## src/rtl/core/gaussian_elimination_solver_defines.svh

```systemverilog
// Assertion macros shared by the solver RTL
`ifndef GAUSSIAN_ELIMINATION_SOLVER_DEFINES_SVH
`define GAUSSIAN_ELIMINATION_SOLVER_DEFINES_SVH

// same-cycle implication, disabled during reset
`define GES_ASSERT_IMP(label, ante, cons, msg) \
    label: assert property (@(posedge aclk) disable iff (!aresetn) (ante) |-> (cons)) \
        else $error(msg);

// next-cycle implication, disabled during reset
`define GES_ASSERT_NXT(label, ante, cons, msg) \
    label: assert property (@(posedge aclk) disable iff (!aresetn) (ante) |=> (cons)) \
        else $error(msg);

`endif

```

## src/rtl/core/ges_ram.sv

```systemverilog
// Generic single-write, single-read RAM with registered read data
module ges_ram #(
    parameter int WIDTH = 32,
    parameter int DEPTH = 72
) (
    input  logic                     aclk,
    input  logic                     we,
    input  logic [$clog2(DEPTH)-1:0] waddr,
    input  logic [WIDTH-1:0]         wdata,
    input  logic                     re,
    input  logic [$clog2(DEPTH)-1:0] raddr,
    output logic [WIDTH-1:0]         rdata
);

    logic [WIDTH-1:0] mem [DEPTH];

    always_ff @(posedge aclk) begin
        if (we) begin
            mem[waddr] <= wdata;
        end
        if (re) begin
            rdata <= mem[raddr];
        end
    end

endmodule

```

## config.mk

```make
export PLATFORM = sky130hd
export DESIGN_NAME = ges_ram
export DESIGN_NICKNAME = d
export VERILOG_FILES = /design/src/rtl/core/gaussian_elimination_solver_defines.svh /design/src/rtl/core/ges_ram.sv
export SDC_FILE = /design/constraint.sdc
export NUM_CORES = 2
export LEC_CHECK = 0
export BUFFER_PORTS_ARGS = -buffer_cell sky130_fd_sc_hd__buf_4
export CAP_MARGIN = 20
export CELL_PAD_IN_SITES_DETAIL_PLACEMENT = 1
export CELL_PAD_IN_SITES_GLOBAL_PLACEMENT = 1
export CORE_AREA = 2 2 475 477
export CTS_CLUSTER_SIZE = 8
export DETAILED_ROUTE_END_ITERATION = 12
export DIE_AREA = 0 0 477 479
export GPL_ROUTABILITY_DRIVEN = 1
export HOLD_SLACK_MARGIN = 0.1
export PLACE_DENSITY_LB_ADDON = 0.1
export REMOVE_ABC_BUFFERS = 1
export SLEW_MARGIN = 5
export SYNTH_ARGS = -nofsm -noshare
export SYNTH_HDL_FRONTEND = slang
export SYNTH_SLANG_ARGS = --single-unit
```

## constraint.sdc

```tcl
create_clock -name aclk -period 4.5 [get_ports aclk]
set_input_delay 0.45 -clock aclk [delete_from_list [all_inputs] [get_ports aclk]]
set_output_delay 0.45 -clock aclk [all_outputs]
set_load 0.03 [all_outputs]
```

==> results.md <==
Final layout:
- In the final layout, the multi-input gates occupy 18400 um2.
- The post-route cell area is 104000 um2.
- From synthesis to final layout, the design area changed by 16.6%.
- The filler cells instantiated in the layout total 19700.
- The share of post-route cells with drive strength above 1 is 32.5%.
- After the last flow step, the layout net total stands at 4299.
- Once layout is complete, the cells apart from fillers number 7260.
- Across the whole layout, storage elements account for 70100 um2.

Synthesis:
- Yosys attributes the largest share of cell area to edfxtp_1 79%, mux4_2 14%, mux2_2 1.4%.
- After synthesis, the mean cell area works out to 23.3 um2.
- The multiplexer fraction of the synthesized cell area is 16.8%.
- Among all flip-flop cells after synthesis, the most frequent one is edfxtp_1.
- The synthesized netlist devotes 1.22% of its cell area to simple gates.
- For this run, asynchronously set or reset flops after synthesis account for 0%.
- The proportion of synthesized chip area in sequential cells is 78.8%.
- Of the total synthesized cell area, the portion taken by full adders, half adders and majority gates is 0%.
- The synthesized design contains 2336 register bits.
- The compound-gate portion of the synthesized area is 2.03%.
- edfxtp_1 takes more of the synthesized area than any other cell.
- In the synthesized netlist, the number of instances is 3817.
- In this run, distinct cell masters in the synthesized netlist total 41.
- The number of warnings reported in the yosys synthesis log is 0.
- The number of synthesized flops with an enable pin is 2336.
- By count the netlist is led by 2336 x edfxtp_1, 555 x mux4_2, 119 x mux2i_1.
- After synthesis, the largest family of logic cells by area is multiplexers.
- The XOR/XNOR share of the synthesized area is 0%.
- The synthesized cell area is 89000 um2.
- The library cell with the highest instance count after synthesis is edfxtp_1.
- The area share of the largest cell type after synthesis is 78.8%.

Timing:
- In the final timing run, aggregate negative setup slack is 0 ns.
- Setup slack closes at 1.39 ns.
- The final clock period utilization by the worst path is 69.0%.
- The worst pin sits at a relative slew slack of 25.0%.
- The worst path in the final design needs a cycle of 3.11 ns, including I/O delays and setup.
- The final hold violation count was 0.
- The count of final max-slew check failures is 0.
- Setup repair after global routing left no endpoint under its margin.
- The clock arrives with 0.0316 ns of skew.
- At the pin with the least slew margin, the transition time is 1.09 ns.
- The setup-violating endpoint count in the final report is 0.
- The maximum frequency from static timing analysis is 0.322 GHz.

Power and ir drop:
- The overall power after layout is 48.6 mW.
- The total power divided by cell area is 468 nW/um2.
- Summed over all cells, the static leakage comes to 32.5 nW.
- The worst-case IR drop observed on VDD is 0.000345 V.

Place:
- The sum of net half-perimeters after detailed placement is 153000 um.
- The placed instances occupy a cell area of 94900 um2.
- The pre-CTS worst setup slack is 0.437 ns.
- Counting tap cells, the placed design contains a total of 6889 instances.
- The placer congestion estimate is 0.756.
- The count of buffers added on input and output ports is 80.

Floorplanning:
- In this run the count of I/O pins placed on the die edge is 81.
- The die is 477 um wide.
- The die covers 228000 um2.
- In this run the vertical extent of the chip is 479 um.
- The core area is 224000 um2.
- The initialized floorplan defines 174 standard-cell rows.
- Once the floorplan was initialized, standard cells occupied 39.8% of the core.

Drt:
- The average vias per placed instance is 5.89.
- The total wire length is 265000 um.
- The post-detailed-route count of antenna-violating nets is 0.
- The DRC violation total after the first TritonRoute iteration is 4040.
- The first-pass detailed-route iteration total is 5.
- In the routed design, unresolved DRC markers number 0.
- The routed layout has 42800 vias.
- The routed length per instance is 36.5 um.

Clocking:
- Clock latency on the worst-skew pair, taken at its later pin, is 0.93 ns.
- TritonCTS built the clock tree.
- The post-CTS setup repair buffer count is 0.
- Post-CTS repair changed the size of 0 cells.
- The clock sink count is 2336.
- The count of H-tree levels built during CTS is 5.
- The number of buffers added to fix hold violations after cts is 9.
- After clock tree synthesis, the clock-pin slew on the worst setup and hold paths is 0.05 ns.
- The number of buffers created by CTS is 342.
- In this run the deepest clock path goes through 4 buffers.
- The root buffer cell is clkbuf_16.

Global routing:
- The largest net degree at the start of global routing is 73.
- The initial antenna violation count is 12.
- The final global-route overflow total is 0.
- The global-route wire length before repair is 370000 um.
- The global-route usage over all layers is 23.2%.
- The via count of the first global-routing pass is 45200.

Worst setup path:
- The worst setup path is of the in2reg kind.
- Data arrives at the worst endpoint at 3.74 ns.
- The launch instance of the worst register-to-register path is mem[29][6].
- The most critical setup path has its startpoint at raddr[0].
- In this run the worst path has a maximum fanout of 34.
- The capturing element type of the critical path is a register.
- The endpoint required time on the critical path is 5.14 ns.
- STA classifies the critical path startpoint as an input pin.

Run:
- Across the run, the number of max-cap violations was 0.

Hold path:
- The min-delay analysis places its worst path in the category in2reg.
- The startpoint identified for the worst hold timing path is wdata[13].

Outcome:
- The run finished with clean final reports.
where the power goes:
part	switching, mW	internal (mW)
sequential	0.0766	24.1
combinational	1.46	0.809
clock	8.58	13.6
kinds of logic (layout without fill, tap and decap cells):
group | Yosys count | after routing
AO/OA/AOI/OAI | 257 | 257
buffers and inverters | 206 | 653
flip-flops | 2336 | 2336
multiplexers | 783 | 783
other | 0 | 4
AND/OR/NAND/NOR | 235 | 235
stage by stage:
stage / hold slack (ns) / util, %
floorplan: 0.549 / -
detailed placement: 0.884 / 42.4
global placement: 0.876 / 42.4
finish: 0.106 / 46.4
global route: 0.132 / 46.4
CTS: 0.100 / 46.4
state kept, by name, summed over array words and instances (netlist names):
| register | count |
|---|---|
| mem | 2304 |
| rdata | 32 |
worst paths after layout:
check | to | slack, ns | cells past startpoint
setup / recovery | rdata[6] | 1.39 | 9
hold / removal | mem[69][13] | 0.11 | 1
setup reg to reg | rdata[6] | 1.74 | 6
hold reg to reg | rdata[30] | 0.92 | 4
routing by layer:
metal,GRT usage [%],vias to the layer above,routed length [um]
met1,32.7,24100,117000
met3,3.32,391,11900
met5,0,-,45
li1,-,17100,-
met2,38.0,1148,130000
met4,6.20,6,6610
cells in the final DEF (no fill, tap or decap), types with 5 or more instances in the layout:
| cell | instances |
|---|---|
| mux2_2 | 109 |
| buf_12 | 36 |
| buf_4 | 244 |
| and2_1 | 5 |
| dlygate4sd3_1 | 9 |
| nor2_4 | 70 |
| a2111oi_0 | 5 |
| a21oi_1 | 19 |
| clkbuf_16 | 352 |
| mux4_2 | 555 |
| mux2i_1 | 119 |
| nor2b_1 | 19 |
| a22oi_1 | 92 |
| nand3_1 | 32 |
| a211oi_1 | 35 |
| nand2_1 | 46 |
| a221oi_1 | 11 |
| nand2b_1 | 10 |
| o31ai_1 | 7 |
| o21ai_0 | 14 |
| nor4_1 | 7 |
| nor3_1 | 16 |
| nor2_1 | 12 |
| edfxtp_1 | 2336 |
| o22ai_1 | 57 |
cell type report:
type	instances	area share [%]
timing repair buffer	294	2.61
tap	2992	3.61
clock inverter	4	0.0410
multi-input combinational	1275	17.7
antenna	4	0.00964
sequential	2336	67.6
inverter	1	0.00362
clock buffer	354	8.49
critical path: stages:
cell and delay (ns):
buf_8 0.39, buf_12 0.35, buf_4 0.34, mux4_2 0.53, mux2i_1 0.18, mux2i_1 0.16, a211oi_1 0.79, buf_4 0.25
a211oi_1 0.05
Power figures use the tool's default switching activity.
