**config.mk**
```make
export PLATFORM = sky130hd
export DESIGN_NAME = ges_div
export DESIGN_NICKNAME = d
export VERILOG_FILES = /design/src/rtl/core/gaussian_elimination_solver_defines.svh /design/src/rtl/core/ges_pkg.sv /design/src/rtl/core/ges_div.sv
export SDC_FILE = /design/constraint.sdc
export NUM_CORES = 1
export LEC_CHECK = 0
export BUFFER_PORTS_ARGS = -buffer_cell sky130_fd_sc_hd__buf_4
export CAP_MARGIN = 30
export CELL_PAD_IN_SITES_DETAIL_PLACEMENT = 1
export CELL_PAD_IN_SITES_GLOBAL_PLACEMENT = 2
export CORE_ASPECT_RATIO = 0.6
export CORE_MARGIN = 10
export CORE_UTILIZATION = 30
export DETAILED_ROUTE_END_ITERATION = 6
export PLACE_DENSITY_LB_ADDON = 0.1
export SETUP_SLACK_MARGIN = 0.05
export SLEW_MARGIN = 20
export SYNTH_ARGS = -nofsm -noshare
export SYNTH_HDL_FRONTEND = slang
export SYNTH_SLANG_ARGS = --single-unit
```
**constraint.sdc**
```tcl
create_clock -name aclk -period 5.1 [get_ports aclk]
set_clock_uncertainty 0.2 [all_clocks]
set_input_delay 1.02 -clock aclk [delete_from_list [all_inputs] [get_ports aclk]]
set_output_delay 1.02 -clock aclk [all_outputs]
set_load 0.01 [all_outputs]
```
**src/rtl/core/gaussian_elimination_solver_defines.svh**
```systemverilog
// Assertion macros shared by the solver RTL
`ifndef GAUSSIAN_ELIMINATION_SOLVER_DEFINES_SVH
`define GAUSSIAN_ELIMINATION_SOLVER_DEFINES_SVH

// same-cycle implication, disabled during reset
`define GES_ASSERT_IMP(label, ante, cons, msg) \
    label: assert property (@(posedge aclk) disable iff (!aresetn) (ante) |-> (cons)) \
        else $error(msg);

// next-cycle implication, disabled during reset
`define GES_ASSERT_NXT(label, ante, cons, msg) \
    label: assert property (@(posedge aclk) disable iff (!aresetn) (ante) |=> (cons)) \
        else $error(msg);

`endif

```
**src/rtl/core/ges_pkg.sv**
```systemverilog
// Shared constants, types and helpers of the linear system solver
package ges_pkg;

    localparam int DEF_MAX_ORDER = 8;
    localparam int DEF_FRAC_BITS = 16;
    localparam int VALUE_W       = 32;
    localparam int ORDER_W       = 4;
    localparam int INDEX_W       = 3;
    localparam logic [ORDER_W-1:0] ORDER_RESET = 4'd8;

    typedef enum logic [4:0] {
        ST_LOAD,
        ST_PV_RD,
        ST_PV_CMP,
        ST_PV_END,
        ST_SW_A,
        ST_SW_B,
        ST_SW_C,
        ST_SW_D,
        ST_EL_RDN,
        ST_EL_DIV0,
        ST_EL_DIVW,
        ST_EL_RDJ,
        ST_EL_RDP,
        ST_EL_MUL,
        ST_EL_RND,
        ST_EL_WR,
        ST_BS_RDB,
        ST_BS_RDD,
        ST_BS_CHK,
        ST_BS_RD,
        ST_BS_MUL,
        ST_BS_RND,
        ST_BS_ACC,
        ST_BS_DIV0,
        ST_BS_DIVW,
        ST_OUT
    } state_t;

    function automatic logic signed [VALUE_W-1:0] sat32(input logic signed [63:0] v);
        logic signed [63:0] hi;
        logic signed [63:0] lo;
        hi = 64'sh0000_0000_7fff_ffff;
        lo = -64'sh0000_0000_8000_0000;
        if (v > hi) begin
            return 32'sh7fff_ffff;
        end else if (v < lo) begin
            return 32'sh8000_0000;
        end
        return v[VALUE_W-1:0];
    endfunction

    function automatic logic [VALUE_W-1:0] mag32(input logic signed [VALUE_W-1:0] v);
        return v[VALUE_W-1] ? VALUE_W'(-v) : VALUE_W'(v);
    endfunction

endpackage

```
**src/rtl/core/ges_div.sv**
```systemverilog
// Iterative fixed-point divider: one quotient bit per cycle, rounded and saturated
module ges_div #(
    parameter int FRAC_BITS = ges_pkg::DEF_FRAC_BITS
) (
    input  logic                                 aclk,
    input  logic                                 aresetn,
    input  logic                                 start,
    input  logic signed [ges_pkg::VALUE_W-1:0]   num,
    input  logic signed [ges_pkg::VALUE_W-1:0]   den,
    output logic                                 done,
    output logic signed [ges_pkg::VALUE_W-1:0]   quot
);

    localparam int VW = ges_pkg::VALUE_W;
    localparam int NW = VW + FRAC_BITS;
    localparam int KW = $clog2(NW + 1);

    logic          busy_reg, busy_next;
    logic          done_reg, done_next;
    logic [KW-1:0] cnt_reg, cnt_next;
    logic [NW-1:0] dvd_reg, dvd_next;
    logic [VW-1:0] rem_reg, rem_next;
    logic [VW-1:0] ud_reg, ud_next;
    logic          neg_reg, neg_next;
    logic signed [VW-1:0] res_reg, res_next;

    logic [VW:0]   sh;
    logic          ge;
    logic [VW-1:0] ud_in;
    logic [NW-1:0] un_in;

    always_comb begin
        ud_in    = ges_pkg::mag32(den);
        un_in    = NW'(ges_pkg::mag32(num)) << FRAC_BITS;
        sh       = {rem_reg, dvd_reg[NW-1]};
        ge       = sh >= {1'b0, ud_reg};
        busy_next = busy_reg;
        done_next = 1'b0;
        cnt_next  = cnt_reg;
        dvd_next  = dvd_reg;
        rem_next  = rem_reg;
        ud_next   = ud_reg;
        neg_next  = neg_reg;
        res_next  = res_reg;
        if (start) begin
            neg_next = num[VW-1] ^ den[VW-1];
            ud_next  = ud_in;
            dvd_next = un_in + NW'(ud_in >> 1);
            rem_next = '0;
            cnt_next = '0;
            if (ud_in == '0) begin
                res_next  = '0;
                done_next = 1'b1;
            end else begin
                busy_next = 1'b1;
            end
        end else if (busy_reg) begin
            if (cnt_reg == KW'(NW)) begin
                busy_next = 1'b0;
                done_next = 1'b1;
                if (|dvd_reg[NW-1:VW-1]) begin
                    res_next = neg_reg ? 32'sh8000_0000 : 32'sh7fff_ffff;
                end else begin
                    res_next = neg_reg ? VW'(-dvd_reg[VW-1:0]) : VW'(dvd_reg[VW-1:0]);
                end
            end else begin
                rem_next = ge ? VW'(sh - {1'b0, ud_reg}) : sh[VW-1:0];
                dvd_next = {dvd_reg[NW-2:0], ge};
                cnt_next = cnt_reg + KW'(1);
            end
        end
    end

    always_ff @(posedge aclk) begin
        if (!aresetn) begin
            busy_reg <= 1'b0;
            done_reg <= 1'b0;
            cnt_reg  <= '0;
        end else begin
            busy_reg <= busy_next;
            done_reg <= done_next;
            cnt_reg  <= cnt_next;
        end
        dvd_reg <= dvd_next;
        rem_reg <= rem_next;
        ud_reg  <= ud_next;
        neg_reg <= neg_next;
        res_reg <= res_next;
    end

    assign done = done_reg;
    assign quot = res_reg;

endmodule

```
==> impl_summary.md <==
Status
The run finished with clean final reports.

Worst setup path
The critical path class is primary input to flop. The signal arrival time at the worst endpoint is 4890 ps. STA classifies the critical path endpoint as a flop.

Of all nets on the critical path, the largest fanout is 6. The number of cells on the worst reg-to-reg path is 12. The critical path launch point type is a primary input. STA puts the critical path data required time at 5090 ps.

The worst register-to-register path has a setup slack of roughly 1200 ps.

Placed design
The number of input and output port buffers inserted is 99. Including well taps, the total number of placed cells is 1,867. The cell area reported after detailed placement is 13,010 um2.

The congestion estimate from routability-driven global placement came to 0.8403. The wire-length estimate of the detail-placed layout is 30,690 um.

Final layout
The layout overhead on the synthesized area is 22.56%. Leaving out fill and tap cells, the most frequent cells in the layout are buf_4, nor2_1, edfxtp_1, nand2_1, xnor2_1. The most common cell after layout, fill and taps aside is buf_4. The final design area excluding fillers is 13,650 um2. Cells with a size suffix above 1 make up 20.35% of the layout. The register with the most flip-flops in the layout has 48 of them. The final instance count without filler cells is 1,901.

The number of antenna diodes in the final layout is 0. The net count of the finished layout is 1,532. The number of fill cells is 4,223.

GRT
The number of antenna violations at the first check in global routing came to 1. The pin count of the biggest net entering global routing is 130. The global-route wire length before repair is around 60,000 um. After global routing the overflow that remains totals 0.

The global-route total usage across every layer is 17.28%. The via count of the first global-routing pass is 9,999.

Synthesis
The fraction of registers with async set or reset after synthesis is 0%. The number of nets handed over by synthesis was 1,379. The synthesized instance count is 1,259. The mapped netlist covers 11,140 um2.

Yosys mapped the design onto 75 distinct sky130hd cell types. Dividing the synthesized area by the synthesized cell count gives 8.849 um2. In the synthesized netlist the dominant register cell turns out to be edfxtp_1.

The Yosys step of the flow raised 0 warnings. Sequential cells were found to cover between 30% and 40% of the synthesized design area. Synthesis inferred 153 register bits. The number of enable flip-flop cells after synthesis is approximately 110.

Floorplanning
The full die area is 45,500 um2. The number of I/O pins is 100. The area of the placeable core is 36,490 um2. Measured along the x axis, the die boundary spans around 270 um. The number of rows in the core area is 54. From bottom edge to top edge, the die measures 169.3 um. The initial utilization of the core area, before any placement, comes to a little under a third.

Routing
Once detail routing completed, the nets flagged for antenna violations numbered 0. After detailed routing, the average wire length per cell comes to ~21 um. The per-cell via count in the routed design is 5.280. The routed layout has roughly 10,000 vias. The final layout contains routed wiring with a total length of 39,520 um.

The number of remaining DRC errors is 0. The detailed router's first-iteration violation count is 530. The iteration count of the initial detailed-routing pass is 5.

Power and ir drop
The worst voltage drop across the vdd grid is roughly 0.00022 V. Of the total power, the share spent switching nets is 32.83%. The power density of the placed cells is 298.0 nW/um2.

The combinational share of power is 29.1%. The analysis attributes to cell leakage a power of ~5.3 nW. The switching power summed over all nets is 1.336 mW. The fraction of power consumed by the clock network is 31.4%. The internal power of the cells totals 2.733 mW. The sequential share of power is 39.6%.

Clock network
The number of buffers created by CTS is 17. The clock net in this run drives a total of ~150 sinks. In this run, post-CTS hold repair placed 0 buffers.

Counting along the longest clock path gives a buffer depth of 2. The CTS root buffer is clkbuf_16. The TritonCTS clock tree is done. The clock slew seen by the registers of the worst setup and hold paths is roughly 70 ps. CTS built an H-tree with a depth of 4.

At the later pin of the worst-skew pair, clock insertion delay measures 440 ps.

Worst hold path
The cell depth of the worst min-delay path is 2. In this run the worst hold path is classified as flop to flop.

STA
Setup violations remaining at the end of the flow were counted as 0. The final-report hold violation count was 0. Setup repair after global routing left no endpoint under its margin.

The clock period could shrink to between 4000 and 5000 ps. The remaining max-slew budget at the tightest pin is 41.78%. The maximum clock rate is 0.2037 GHz. Hold is met by approximately 280 ps. For the pin with the worst max-slew slack, the measured transition is 873.2 ps. The count of final max-slew check failures is 0. Of the available clock period, the critical path in the final layout requires 96.26%.

Flow run
The number of max-cap violations is 0.
synth_stat cells, types with 9 or more instances:
master	number	share of area [%]
ha_1	51	5.7
a211oi_1	33	2.2
o21bai_1	9	0.61
nand2b_1	14	0.79
nor2_1	148	5.0
o41ai_1	12	0.94
edfxtp_1	113	30
o31ai_1	22	1.5
mux2_2	28	2.8
a21oi_1	70	3.1
inv_1	66	2.2
o21ai_0	64	2.9
nor3_1	44	2.0
nand3_1	26	1.2
or3_1	30	1.7
or4_1	10	0.67
nand2_1	106	3.6
a311oi_1	13	1.0
dfxtp_1	40	7.2
clkbuf_1	54	1.8
a21o_1	21	1.4
o21a_1	11	0.74
nor4_1	14	0.79
xnor2_1	82	6.4
nand4_1	14	0.79
xor2_1	36	2.8
per-stage QoR:
| stage | TNS [ps] | utilization, % | worst slack (ps) | power [mW] |
|---|---|---|---|---|
| after floorplan | 0 | - | 81.65 | 2.330 |
| after global placement | -8213 | 35.67 | -338.3 | 2.787 |
| after detailed placement | -6877 | 35.67 | -333.8 | 2.801 |
| after CTS | 0 | 37.25 | 109.5 | 4.098 |
| after global routing | 0 | 37.42 | 34.59 | 4.304 |
| final | 0 | 37.42 | 190.6 | 4.069 |
power by group through the flow:
stage                     logic, mW  registers (mW)  clock network [mW]
after floorplan               0.750            1.58                   0
after global placement         1.15            1.63                   0
after detailed placement       1.17            1.63                   0
after CTS                      1.17            1.61                1.32
after global routing           1.31            1.63                1.36
final                          1.18            1.61                1.28
kinds of logic after synthesis:
logic type / Yosys count / share of synthesized area (%)
adder cells (fa/ha/maj): 54 / 6.188
AND/OR/NAND/NOR: 462 / 20.40
AO/OA/AOI/OAI: 315 / 19.17
multiplexers: 30 / 3.010
flip-flops: 153 / 37.65
XOR/XNOR: 118 / 9.277
buffers and inverters: 127 / 4.313
worst paths after layout:
check	from	endpoint
max	den[7]	dvd_reg[33]$_DFFE_PP_
min	rem_reg[31]$_SDFFE_PP0P_	rem_reg[31]$_SDFFE_PP0P_
max reg2reg	dvd_reg[47]$_DFFE_PP_	rem_reg[28]$_SDFFE_PP0P_
min reg2reg	rem_reg[31]$_SDFFE_PP0P_	rem_reg[31]$_SDFFE_PP0P_
critical path, stage by stage:
cell	delay, ps
buf_4	120
or3_1	420
or3_4	400
or3_4	420
or3_1	350
nand2_1	100
xnor2_1	180
ha_1	300
a21o_1	200
a21o_1	190
a21o_1	210
a21oi_2	150
o21a_1	160
buf_4	170
nor3_1	70
xnor2_1	150
mux2_2	260
repair_timing:
action	in CTS	in global routing
gates resized for setup	0	11
setup endpoints to repair	0	17
setup buffers	0	2
per-layer routing:
| layer | vias to the layer above | global-route usage [%] | wire [um] |
|---|---|---|---|
| met5 | - | 0 | 0 |
| li1 | 4952 | - | - |
| met4 | 0 | 3.383 | 246 |
| met3 | 13 | 2.967 | 1571 |
| met2 | 160 | 23.40 | 15600 |
| met1 | 4912 | 27.49 | 22100 |
final cells by class:
type | count | area (um2) | area share [%]
Clock buffer | 27 | 545.5 | 3.995
Clock inverter | 5 | 32.53 | 0.2382
Inverter | 66 | 247.7 | 1.814
Multi-Input combinational cell | 979 | 6550 | 47.97
Sequential cell | 153 | 4194 | 30.72
Tap cell | 476 | 595.6 | 4.362
Timing Repair Buffer | 195 | 1489 | 10.90
No activity file was read; power rests on OpenSTA's default activity.
